File: config.mk
export PLATFORM = sky130hd
export DESIGN_NAME = scfe_ctrl
export DESIGN_NICKNAME = d
export VERILOG_FILES = /design/src/rtl/core/scfe_pkg.sv /design/src/rtl/core/scfe_ctrl.sv
export SDC_FILE = /design/constraint.sdc
export NUM_CORES = 1
export LEC_CHECK = 0
export BUFFER_PORTS_ARGS = -buffer_cell sky130_fd_sc_hd__buf_2
export CAP_MARGIN = 20
export CORE_AREA = 3 3 40 42
export DETAILED_ROUTE_END_ITERATION = 7
export DIE_AREA = 0 0 43 45
export MAX_ROUTING_LAYER = met4
export PLACE_DENSITY_LB_ADDON = 0.1
export SLEW_MARGIN = 15
export SYNTH_ARGS = -nofsm -noshare
export SYNTH_HDL_FRONTEND = slang
export SYNTH_SLANG_ARGS = --single-unit
File: constraint.sdc
create_clock -name clk -period 1.1 [get_ports clk]
set_input_delay 0.22 -clock clk [delete_from_list [all_inputs] [get_ports clk]]
set_output_delay 0.22 -clock clk [all_outputs]
set_load 0.03 [all_outputs]
File: src/rtl/core/scfe_pkg.sv
`timescale 1ns / 1ps
// ----------------------------------------------------------------------------
// scfe_pkg
// Shared types and codes of the set-cover fitness evaluator.
// ----------------------------------------------------------------------------
package scfe_pkg;

  // Request kinds carried on the input tuser.
  localparam logic [1:0] REQ_LOAD_ROW  = 2'd0;
  localparam logic [1:0] REQ_WRITE_SEL = 2'd1;
  localparam logic [1:0] REQ_FULL_EVAL = 2'd2;
  localparam logic [1:0] REQ_FLIP_EVAL = 2'd3;

  // Configuration register indexes.
  localparam logic REG_ROWS_IN_USE    = 1'b0;
  localparam logic REG_COLUMNS_IN_USE = 1'b1;

  // Field widths of the streams.
  localparam int REQ_W      = 2;
  localparam int ROW_IDX_W  = 8;
  localparam int ROW_BITS_W = 64;
  localparam int COL_IDX_W  = 6;
  localparam int ROWS_W     = 9;
  localparam int COLS_W     = 7;
  localparam int FIT_W      = 9;
  localparam int UNC_W      = 9;
  localparam int CHOSEN_W   = 7;
  localparam int CFG_DATA_W = 9;
  localparam int IN_DATA_W  = 80;
  localparam int OUT_DATA_W = 32;

  // Commands from the controller to the datapath.
  typedef struct packed {
    logic load_row;
    logic write_sel;
    logic start_eval;
    logic flip;
    logic walk;
    logic finish;
  } cmd_t;

  // Status from the datapath to the controller.
  typedef struct packed {
    logic walk_done;
    logic out_free;
  } status_t;

endpackage

File: src/rtl/core/scfe_ctrl.sv
`timescale 1ns / 1ps
// ----------------------------------------------------------------------------
// scfe_ctrl
// Sequencer: takes requests, runs the row walk and hands results to output.
// ----------------------------------------------------------------------------
module scfe_ctrl (
  input  logic                      clk,
  input  logic                      rst,
  input  logic                      s_tvalid,
  input  logic [scfe_pkg::REQ_W-1:0] req_type,
  output logic                      s_tready,
  input  scfe_pkg::status_t         status,
  output scfe_pkg::cmd_t            cmd
);

  localparam logic [1:0] ST_IDLE = 2'd0;
  localparam logic [1:0] ST_RUN  = 2'd1;
  localparam logic [1:0] ST_DONE = 2'd2;

  logic [1:0] state;
  logic [1:0] state_next;

  always_ff @(posedge clk) begin
    if (rst) begin
      state <= ST_IDLE;
    end else begin
      state <= state_next;
    end
  end

  always_comb begin
    state_next = state;
    cmd        = '0;
    s_tready   = 1'b0;
    unique case (state)
      ST_IDLE: begin
        s_tready = 1'b1;
        if (s_tvalid) begin
          unique case (req_type)
            scfe_pkg::REQ_LOAD_ROW: begin
              cmd.load_row = 1'b1;
            end
            scfe_pkg::REQ_WRITE_SEL: begin
              cmd.write_sel = 1'b1;
            end
            scfe_pkg::REQ_FULL_EVAL: begin
              cmd.start_eval = 1'b1;
              state_next     = ST_RUN;
            end
            scfe_pkg::REQ_FLIP_EVAL: begin
              cmd.start_eval = 1'b1;
              cmd.flip       = 1'b1;
              state_next     = ST_RUN;
            end
          endcase
        end
      end
      ST_RUN: begin
        cmd.walk = 1'b1;
        if (status.walk_done) begin
          state_next = ST_DONE;
        end
      end
      ST_DONE: begin
        if (status.out_free) begin
          cmd.finish = 1'b1;
          state_next = ST_IDLE;
        end
      end
      default: begin
        state_next = ST_IDLE;
      end
    endcase
  end

endmodule

==> impl_results.md, run 1 <==
- Status: finished with violations
- Failing checks: negative setup slack
- Clk sinks: 2
- Final Critical Period: 1.30 ns
- Die H: between 40 and 50 um
- Placed Instances: 47
- Placed Instance Area: around 270 um^2
- Worst Hold Class: input pin to flip-flop
- Clock Tree Root: clkbuf_4
- WP data arrival: 1.08 ns
- Largest register FFs: 2
- Worst setup SP type: flip-flop
- Routed wire length: between 500 and 600 um
- I/O Pins: 14
- Design area: between 300 and 400 um^2
- Post-Syn Nets: 23
- HPWL Detailed: 397 um
- IO buf count: 13
- CTS tree: yes
- Final nets: between 40 and 50
- Netlist Area Pre-Place: roughly 140 um^2
- Worst setup path class: flip-flop to output pin
- Antenna diodes: 0
- Peak supply drop: around 200 uV
- Yosys warnings: 0
- LEAKAGE: approximately 0.00016 uW
- Worst R2R Path Depth: 3
- DR iter-0 viols: 2
- RSZ-0062 raised after global routing: true
- Max Freq: 768 MHz
- Share of cells above drive strength 1: between 80% and 90%
- Post-Syn Area per Cell: approximately 9 um^2
- Number of global-route vias before repair: slightly below 200
- Sequential share of the synthesized area: 27.8%
- Final setup skew: between 0.0008 and 0.0009 ns
- Fin Setup TNS: -1.01 ns
- Netlist cell types: 13
- Slew Viols, Final: 0
- Clk slew on worst S/H paths: roughly 0.03 ns
- Total track usage: about 6.1%
- Pwr/cell area: between 1000 and 1500 nW/um^2
- Worst setup slack after layout: -0.203 ns
- End of the critical path: cmd[2]
- Req. time, crit path: ~0.88 ns
- Routed length per instance: 10.0 um
- FF-to-FF Start: state[0]
- Setup slack, reg-to-reg: roughly 0.070 ns
- Final hold vios: 0
- Largest area contributor in the netlist: dfxtp_1
- DIE AREA: roughly 1900 um^2
- Crit path launch: state[0]
- Routability congestion estimate: approximately 0.57
- Mapped Cells: 16
- Worst-path fanout max: 5
- ANT nets after route: 0
- Final Setup Violations: 7
- Worst-skew pair later-pin latency: about 0.22 ns
- Initial core utilization: between 10% and 20%
- Top flop regs: state x2
- DRC viols: 0
- Final core utilization: between 20% and 30%
- Core area: 1280 um^2
- First-pass GRT wire length: between 700 and 800 um
- Commonest cells after routing, fill and taps aside: buf_2, buf_6, buf_4
- Vias: between 200 and 250
- Non-Filler Instances: 51
- Synth Register Bits: 2
- Largest net degree at the start of global routing: 6
- Initial antenna violation count: 0
- Area contributors post-synth: dfxtp_1, nand3b_1, and4bb_2, and4b_1, a21oi_2
- Area share of the largest cell type after synthesis: between 20% and 30%
- Number of fillers in the final layout: 142
- Bufs on Longest Clock Path: 2
- Total gr overflow: 0
- Die width: about 43 um
- RR Endpoint: state[1]
- Most flop-heavy register: state
- Htree depth: 1
- Worst-Margin Slew: approximately 0.18 ns
- Num rows: 13
- CP endpoint kind: output pin
- TritonCTS Buffers: 3
- MaxCap Viol Count: 0
- Rel. slew slack: 88.1%
- Drt pass-1 iters: 4
- Final period util: 118%
- Vias/cell: ~4.0
- Area Growth Syn to Fin: 141%
==> worst max-delay path, cell delays in order (launching register included) <==
cell,delay [ns]
dfxtp_2,0.33
nor2_4,0.15
and4_2,0.25
buf_6,0.13
==> per-stage QoR <==
stage / total power [uW] / worst slack [ns] / hold WS, ns
after global placement: 169 / 0.00874 / 0.394
after detailed placement: 171 / -0.00951 / 0.397
final: 354 / -0.203 / 0.161
after global routing: 384 / -0.244 / 0.156
after CTS: 362 / -0.209 / 0.150
after floorplan: 133 / -0.0559 / 0.275
==> final cells by class <==
cell class              instances  area, um^2  area share [%]
repair buffers                 17         135            39.0
multi-input cells              14         125            36.1
flip-flops and latches          2        45.0            13.0
clock buffers                   3        22.5            6.50
well taps                      15        18.8            5.42
==> Yosys cell counts (all sizes together) <==
master and instances:
a211oi 1, dfxtp 2, nand2 1, and4b 1, and4bb 1, nor2 2, and3 1, or3b 1
nand3b 2, and4 1, and2b 1, a21oi 1, nand2b 1
==> cell families after synthesis <==
| group | count (synthesis) | share of synthesized area [%] |
|---|---|---|
| DFF | 2 | 27.8 |
| and+or+nand+nor | 12 | 60.9 |
| AOI/OAI and AO/OA | 2 | 11.3 |
==> metal layers <==
metal / track usage, % / vias to the layer above / part of all wire, %
met3: 2.39 / 0 / 6.7
li1: - / 102 / -
met1: 6.47 / 90 / 44
met4: 5.42 / 0 / 0
met5: - / - / 0
met2: 8.68 / 10 / 50
==> power by group <==
group,switching (uW),internal (uW),leakage (uW)
sequential,4.48,75.2,0.0000175
combinational,53.8,58.3,0.000127
clock,41.9,120,0.0000138
==> worst min path at each step <==
stage               from  endpoint  slack, ns  cells past startpoint
floorplan            rst  state[1]       0.28                      1
global placement     rst  state[1]       0.39                      2
global route         rst  state[1]       0.16                      2
CTS                  rst  state[1]       0.15                      2
finish               rst  state[1]       0.16                      2
detailed placement   rst  state[1]       0.40                      2
==> timing repair <==
action | in CTS | in global routing
buffers inserted | 0 | 1
pin swaps | 1 | 1
hold buffers | 0 | 0
setup endpoints to repair | 7 | 8
gates resized for setup | 11 | 6
(Power assumes the default switching activity.)
==> inputs of run 2 (changes only) <==
--- a/config.mk
+++ b/config.mk
@@ -12,6 +12,7 @@
 export DIE_AREA = 0 0 43 45
 export MAX_ROUTING_LAYER = met4
 export PLACE_DENSITY_LB_ADDON = 0.1
+export REMOVE_ABC_BUFFERS = 1
 export SLEW_MARGIN = 15
 export SYNTH_ARGS = -nofsm -noshare
 export SYNTH_HDL_FRONTEND = slang
==> run 2 against run 1 <==
  * Register-to-register slack is essentially flat
  * The run still ends with negative setup slack left
  * Clock power is essentially flat
  * Sequential power rose by 0.9%
  * Highest routed layer unchanged
==> impl_results.md, run 2 (synthesis gave the netlist of run 1 again) <==
- Area Growth Syn to Fin: 127%
- Share of cells above drive strength 1: a little under three quarters
- Worst-Margin Slew: 0.177 ns
- Most flop-heavy register: state
- Worst setup path class: flip-flop to output pin
- Clk sinks: 2
- Worst R2R Path Depth: 3
- Number of global-route vias before repair: 200
- Initial core utilization: between 10 and 15%
- Worst Hold Class: input pin to flip-flop
- Worst setup SP type: flip-flop
- IO buf count: 13
- Antenna diodes: 0
- Setup slack, reg-to-reg: 0.07 ns
- Core area: ~1300 um^2
- Drt pass-1 iters: 2
- Clock Tree Root: clkbuf_4
- Cell breakdown of the critical path: nor2_4, and4bb_2, buf_6
- Commonest cells after routing, fill and taps aside: buf_6, buf_2, clkbuf_4, buf_4
- Final nets: between 40 and 50
- Hold_sp: rst
- Final core utilization: between 20% and 30%
- Worst-path fanout max: 5
- DR iter-0 viols: 3
- Pwr/cell area: around 1100 nW/um^2
- Routability congestion estimate: 0.620
- CTS Hold Bufs: 0
- Clk slew on worst S/H paths: roughly 0.030 ns
- RR Endpoint: state[1]
- FF-to-FF Start: state[0]
- Total gr overflow: 0
- Placed Instance Area: 243 um^2
- Worst setup slack after layout: -0.181 ns
- Routed wire length: 503 um
- Routed length per instance: 10.1 um
- Die width: 43 um
- ANT nets after route: 0
- Final hold vios: 0
- RSZ-0062 raised after global routing: true
- Rel. slew slack: between 80% and 90%
- DRC viols: 0
- DIE AREA: 1940 um^2
- WHS Endpoint: state[1]
- Total track usage: under 10%
- Hold Path Depth: 2
- Final setup skew: 0.00658 ns
- Worst-skew pair later-pin latency: about 0.23 ns
- TritonCTS Buffers: 3
- Top flop regs: state x2
- Vias/cell: between 3 and 4
- Die H: between 40 and 50 um
- CTS tree: yes
- Largest register FFs: 2
- First-pass GRT wire length: a little over 800 um
- Peak supply drop: between 150 and 200 uV
- Non-Filler Instances: 50
- Vias: about 200
- Failing checks: negative setup slack
- Hold slack: between 0.15 and 0.2 ns
- Max Freq: between 700 and 800 MHz
- I/O Pins: 14
- CP max-delay cell: dfxtp_2
- Status: finished with violations
- Initial antenna violation count: 0
- LEAKAGE: around 0.00015 uW
- Final Setup Violations: 7
- Fin Setup TNS: -0.860 ns
- MaxCap Viol Count: 0
- Bufs on Longest Clock Path: 2
- CP endpoint kind: output pin
- Final Critical Period: about 1.3 ns
- Placed Instances: 46
- HPWL Detailed: around 360 um
- Crit path launch: state[0]
- CP peak stage delay: between 0.3 and 0.4 ns
- Final period util: 116%
- Htree depth: 1
- Req. time, crit path: 0.88 ns
- Num rows: 13
- Slew Viols, Final: 0
- Commonest non-fill, non-tap cell in the layout: buf_6
- Largest net degree at the start of global routing: 7
- WP data arrival: between 1 and 1.5 ns
- Design area: between 300 and 400 um^2
==> run 2: cell types whose count changed in the layout (fill, tap and decap cells not counted), sizes merged <==
cell	previous run	this run
buf	17	16
==> run 2: through the flow <==
step,power (uW),worst slack [ns]
floorplan,126,-0.424
global placement,160,-0.0296
detailed placement,161,-0.0959
CTS,355,-0.194
global route,375,-0.227
finish,351,-0.181
==> run 2: routing by layer <==
metal / up-vias / part of all wire [%] / track usage [%]
li1: 102 / - / -
met4: 0 / 0 / 5.42
met3: 0 / 12 / 3.98
met1: 84 / 47 / 6.71
met2: 11 / 42 / 8.08
met5: - / 0 / -
==> run 2: worst max path at each step <==
| stage | cells past startpoint | slack [ns] | to |
|---|---|---|---|
| final | 3 | -0.18 | cmd[5] |
| after detailed placement | 3 | -0.1 | cmd[5] |
| after floorplan | 2 | -0.42 | cmd[4] |
| after global placement | 3 | -0.03 | cmd[5] |
| after CTS | 3 | -0.19 | cmd[5] |
| after global routing | 3 | -0.23 | cmd[5] |
==> run 2: area by class of cell <==
type / instances / area [um^2]
multi-input combinational: 14 / 111
timing repair buffer: 16 / 131
clock buffer: 3 / 22.5
fill: 132 / 958
tap: 15 / 18.8
sequential: 2 / 42.5
==> run 2: worst max-delay path: cells and delay by family (launching register included) <==
kind | cells | cell delay, ns
AND/OR/NAND/NOR | 2 | 0.38
flip-flops | 1 | 0.32
buffers and inverters | 1 | 0.13
==> run 2: what timing repair did <==
item / 4_1_cts / 5_1_grt
gates resized for setup: 14 / 5
endpoints found under the setup margin: 7 / 7
buffers inserted: 0 / 1
pin swaps: 4 / 3
==> run 2: power by group <==
group	switching, uW	internal, uW	total [uW]
Sequential	3.35	77.0	80.4
Clock	44.8	121	165
Combinational	53.2	52.3	105
Total	101	250	351
==> inputs of run 3 (changes only) <==
--- a/config.mk
+++ b/config.mk
@@ -5,6 +5,7 @@
 export SDC_FILE = /design/constraint.sdc
 export NUM_CORES = 1
 export LEC_CHECK = 0
+export ABC_AREA = 1
 export BUFFER_PORTS_ARGS = -buffer_cell sky130_fd_sc_hd__buf_2
 export CAP_MARGIN = 20
 export CORE_AREA = 3 3 40 42
==> run 3 against run 2 <==
  * The flow still finishes with violations (negative setup slack)
  * Critical path depth rose by 1
  * Clock skew fell by 0.0048 ns
  * Final cell count rose by 16%
  * Synthesized area fell by 3.5%
  * First-iteration DRC count fell by 100%
  * Sequential cell count did not move
  * Die area did not move
  * Count of clock-buffer cells in the layout did not move
  * Sequential power rose by 1%
  * Total power fell by 3.3%
  * Design area fell by 5.0%
  * Critical path type unchanged
  * Largest cell class unchanged
  * Largest power group unchanged
==> impl_results.md, run 3 <==
- Sum of buffers and inverters on the critical path: 1
- FF/Latch Area: 42.5 um^2
- Status: finished with violations
- Antenna diodes: 0
- Area contributors post-synth: dfxtp_1, inv_1, nand3_1, nor2_1, a21oi_2
- Commonest non-fill, non-tap cell in the layout: buf_4
- Initial core utilization: 10.8%
- Largest net degree at the start of global routing: 5
- Stages on the worst setup path: 4
- Rel. slew slack: roughly 90%
- Worst-path fanout max: 3
- Setup slack, reg-to-reg: 0.15 ns
- Most flop-heavy register: state
- CP endpoint kind: output pin
- Bufs on Longest Clock Path: 2
- LEAKAGE: between 0.00015 and 0.0002 uW
- Routability congestion estimate: approximately 0.6
- TritonCTS Buffers: 3
- Number of global-route vias before repair: 239
- Sequential share of the synthesized area: 28.8%
- Req. time, crit path: around 0.88 ns
- Hold slack: 0.164 ns
- Htree depth: 1
- Worst-Margin Slew: approximately 0.16 ns
- ANT nets after route: 0
- First-pass GRT wire length: approximately 900 um
- Synth Register Bits: 2
- Post-Syn Area per Cell: between 6 and 7 um^2
- Worst setup slack after layout: -0.174 ns
- Final setup skew: approximately 0.0017 ns
- Commonest cells in the netlist: inv_1, nor2_1, nand3_1
- Largest register FFs: 2
- Clock Tree Root: clkbuf_4
- Netlist Area Pre-Place: 139 um^2
- Placed Instance Area: around 240 um^2
- Crit path launch: state[0]
- I/O Pins: 14
- Worst Hold Class: input pin to flip-flop
- Vias/cell: ~3.6
- Num rows: 13
- Max Freq: 785 MHz
- Worst setup path class: flip-flop to output pin
- Final hold vios: 0
- Routed length per instance: between 8 and 9 um
- Final nets: between 50 and 60
- Final Setup Violations: 7
- Worst-skew pair later-pin latency: 0.22 ns
- IO buf count: 13
- Total track usage: roughly 7.2%
- End of the critical path: cmd[5]
- Worst R2R Path Depth: 5
- CTS tree: yes
- Final period util: 116%
- Top flop regs: state x2
- Area Growth Syn to Fin: 123%
- MaxCap Viol Count: 0
- Worst setup SP type: flip-flop
- Multi-input logic area: a little over 80 um^2
- Largest area contributor in the netlist: dfxtp_1
- FF-to-FF Start: state[0]
- Core area: 1280 um^2
- Drt pass-1 iters: 1
- Initial antenna violation count: 0
- Netlist cell types: 11
- Number of synthesized flops with an enable pin: 0
- Pwr/cell area: 1100 nW/um^2
- CP delay by family, top: simple AND/OR/NAND/NOR gates
- DIE AREA: just under 2000 um^2
- Die width: 43 um
- CP peak stage delay: approximately 0.33 ns
- Vias: between 200 and 250
- Yosys warnings: 0
- RR Endpoint: state[0]
- Failing checks: negative setup slack
- WP data arrival: around 1.1 ns
- Ys flop type: dfxtp_1
- Routed wire length: 488 um
- Total gr overflow: 0
- Cell breakdown of the critical path: nor2_4, nand3b_1, nor2_1, buf_4
- Peak supply drop: between 200 and 300 uV
- Die H: 45 um
- CP max-delay cell: dfxtp_2
- Mapped Cells: 23
- RSZ-0062 raised after global routing: true
- DR iter-0 viols: 0
- Slew Viols, Final: 0
- FFs w/ async S/R, synth: 0%
- Area share of the largest cell type after synthesis: between 20% and 30%
- Share of cells above drive strength 1: about two thirds
- DRC viols: 0
- Most common cell in the netlist: inv_1
- Commonest cells after routing, fill and taps aside: buf_4, buf_2, inv_1
- Final core utilization: about a quarter
- Final Critical Period: 1.27 ns
- HPWL Detailed: ~370 um
- Clk sinks: 2
- Power Total: ~340 uW
- Design area: 310 um^2
- Number of fillers in the final layout: around 150
- Clk slew on worst S/H paths: ~0.03 ns
-- run 3: worst reg2reg max path, delay by kind of cell, from the launching register on --
| family | cells | cell delay, ns |
|---|---|---|
| AOI/OAI and AO/OA | 1 | 0.09 |
| buffers and inverters | 2 | 0.25 |
| DFF | 1 | 0.33 |
| and+or+nand+nor | 2 | 0.21 |
-- run 3: power breakdown --
| group | switching [uW] | internal (uW) |
|---|---|---|
| Combinational | 56.8 | 45.6 |
| Clock | 36.4 | 120 |
| Sequential | 4.08 | 77.1 |
| Total | 97.3 | 243 |
-- run 3: layout make-up --
| type | instances | area share [%] |
|---|---|---|
| Inverter | 7 | 8.47 |
| Tap cell | 15 | 6.05 |
| Clock buffer | 3 | 7.26 |
| Multi-Input combinational cell | 14 | 26.6 |
| Timing Repair Buffer | 17 | 37.9 |
| Sequential cell | 2 | 13.7 |
-- run 3: cells by family after synthesis --
| logic type | after synthesis | synth area share [%] |
|---|---|---|
| AND/OR/NAND/NOR | 12 | 42.3 |
| flip-flops | 2 | 28.8 |
| AO/OA/AOI/OAI | 2 | 9.91 |
| buffers and inverters | 7 | 18.9 |
-- run 3: how the worst min path moves through the flow --
stage                     to  slack, ns  depth (start not counted)  from
floorplan           state[0]       0.28                          1   rst
global placement    state[0]       0.40                          2   rst
detailed placement  state[0]       0.40                          2   rst
CTS                 state[0]       0.16                          2   rst
global route        state[0]       0.16                          2   rst
finish              state[0]       0.16                          2   rst
-- run 3: routing by layer --
layer	wire length [um]	GRT usage, %
met5	0	-
met4	0	9.04
met3	38	3.19
met2	298	12.0
met1	152	5.04
-- run 3: repair_timing --
item                                    in CTS  in global routing
gates resized for setup                     13                  1
cloned                                       0                  0
endpoints found under the setup margin       7                  7
buffers inserted                             2                  0
hold buffers                                 0                  0
endpoints found under the hold margin        0                  0
pin swaps                                    5                  2
-- run 3: stage by stage --
| step | setup WS (ns) | instances | TNS, ns |
|---|---|---|---|
| after floorplan | -0.374 | 23 | -1.46 |
| after global placement | 0.0172 | 53 | 0 |
| after detailed placement | 0.0126 | 53 | 0 |
| after CTS | -0.179 | 58 | -0.795 |
| after global routing | -0.243 | 58 | -1.15 |
| final | -0.174 | 58 | -0.713 |
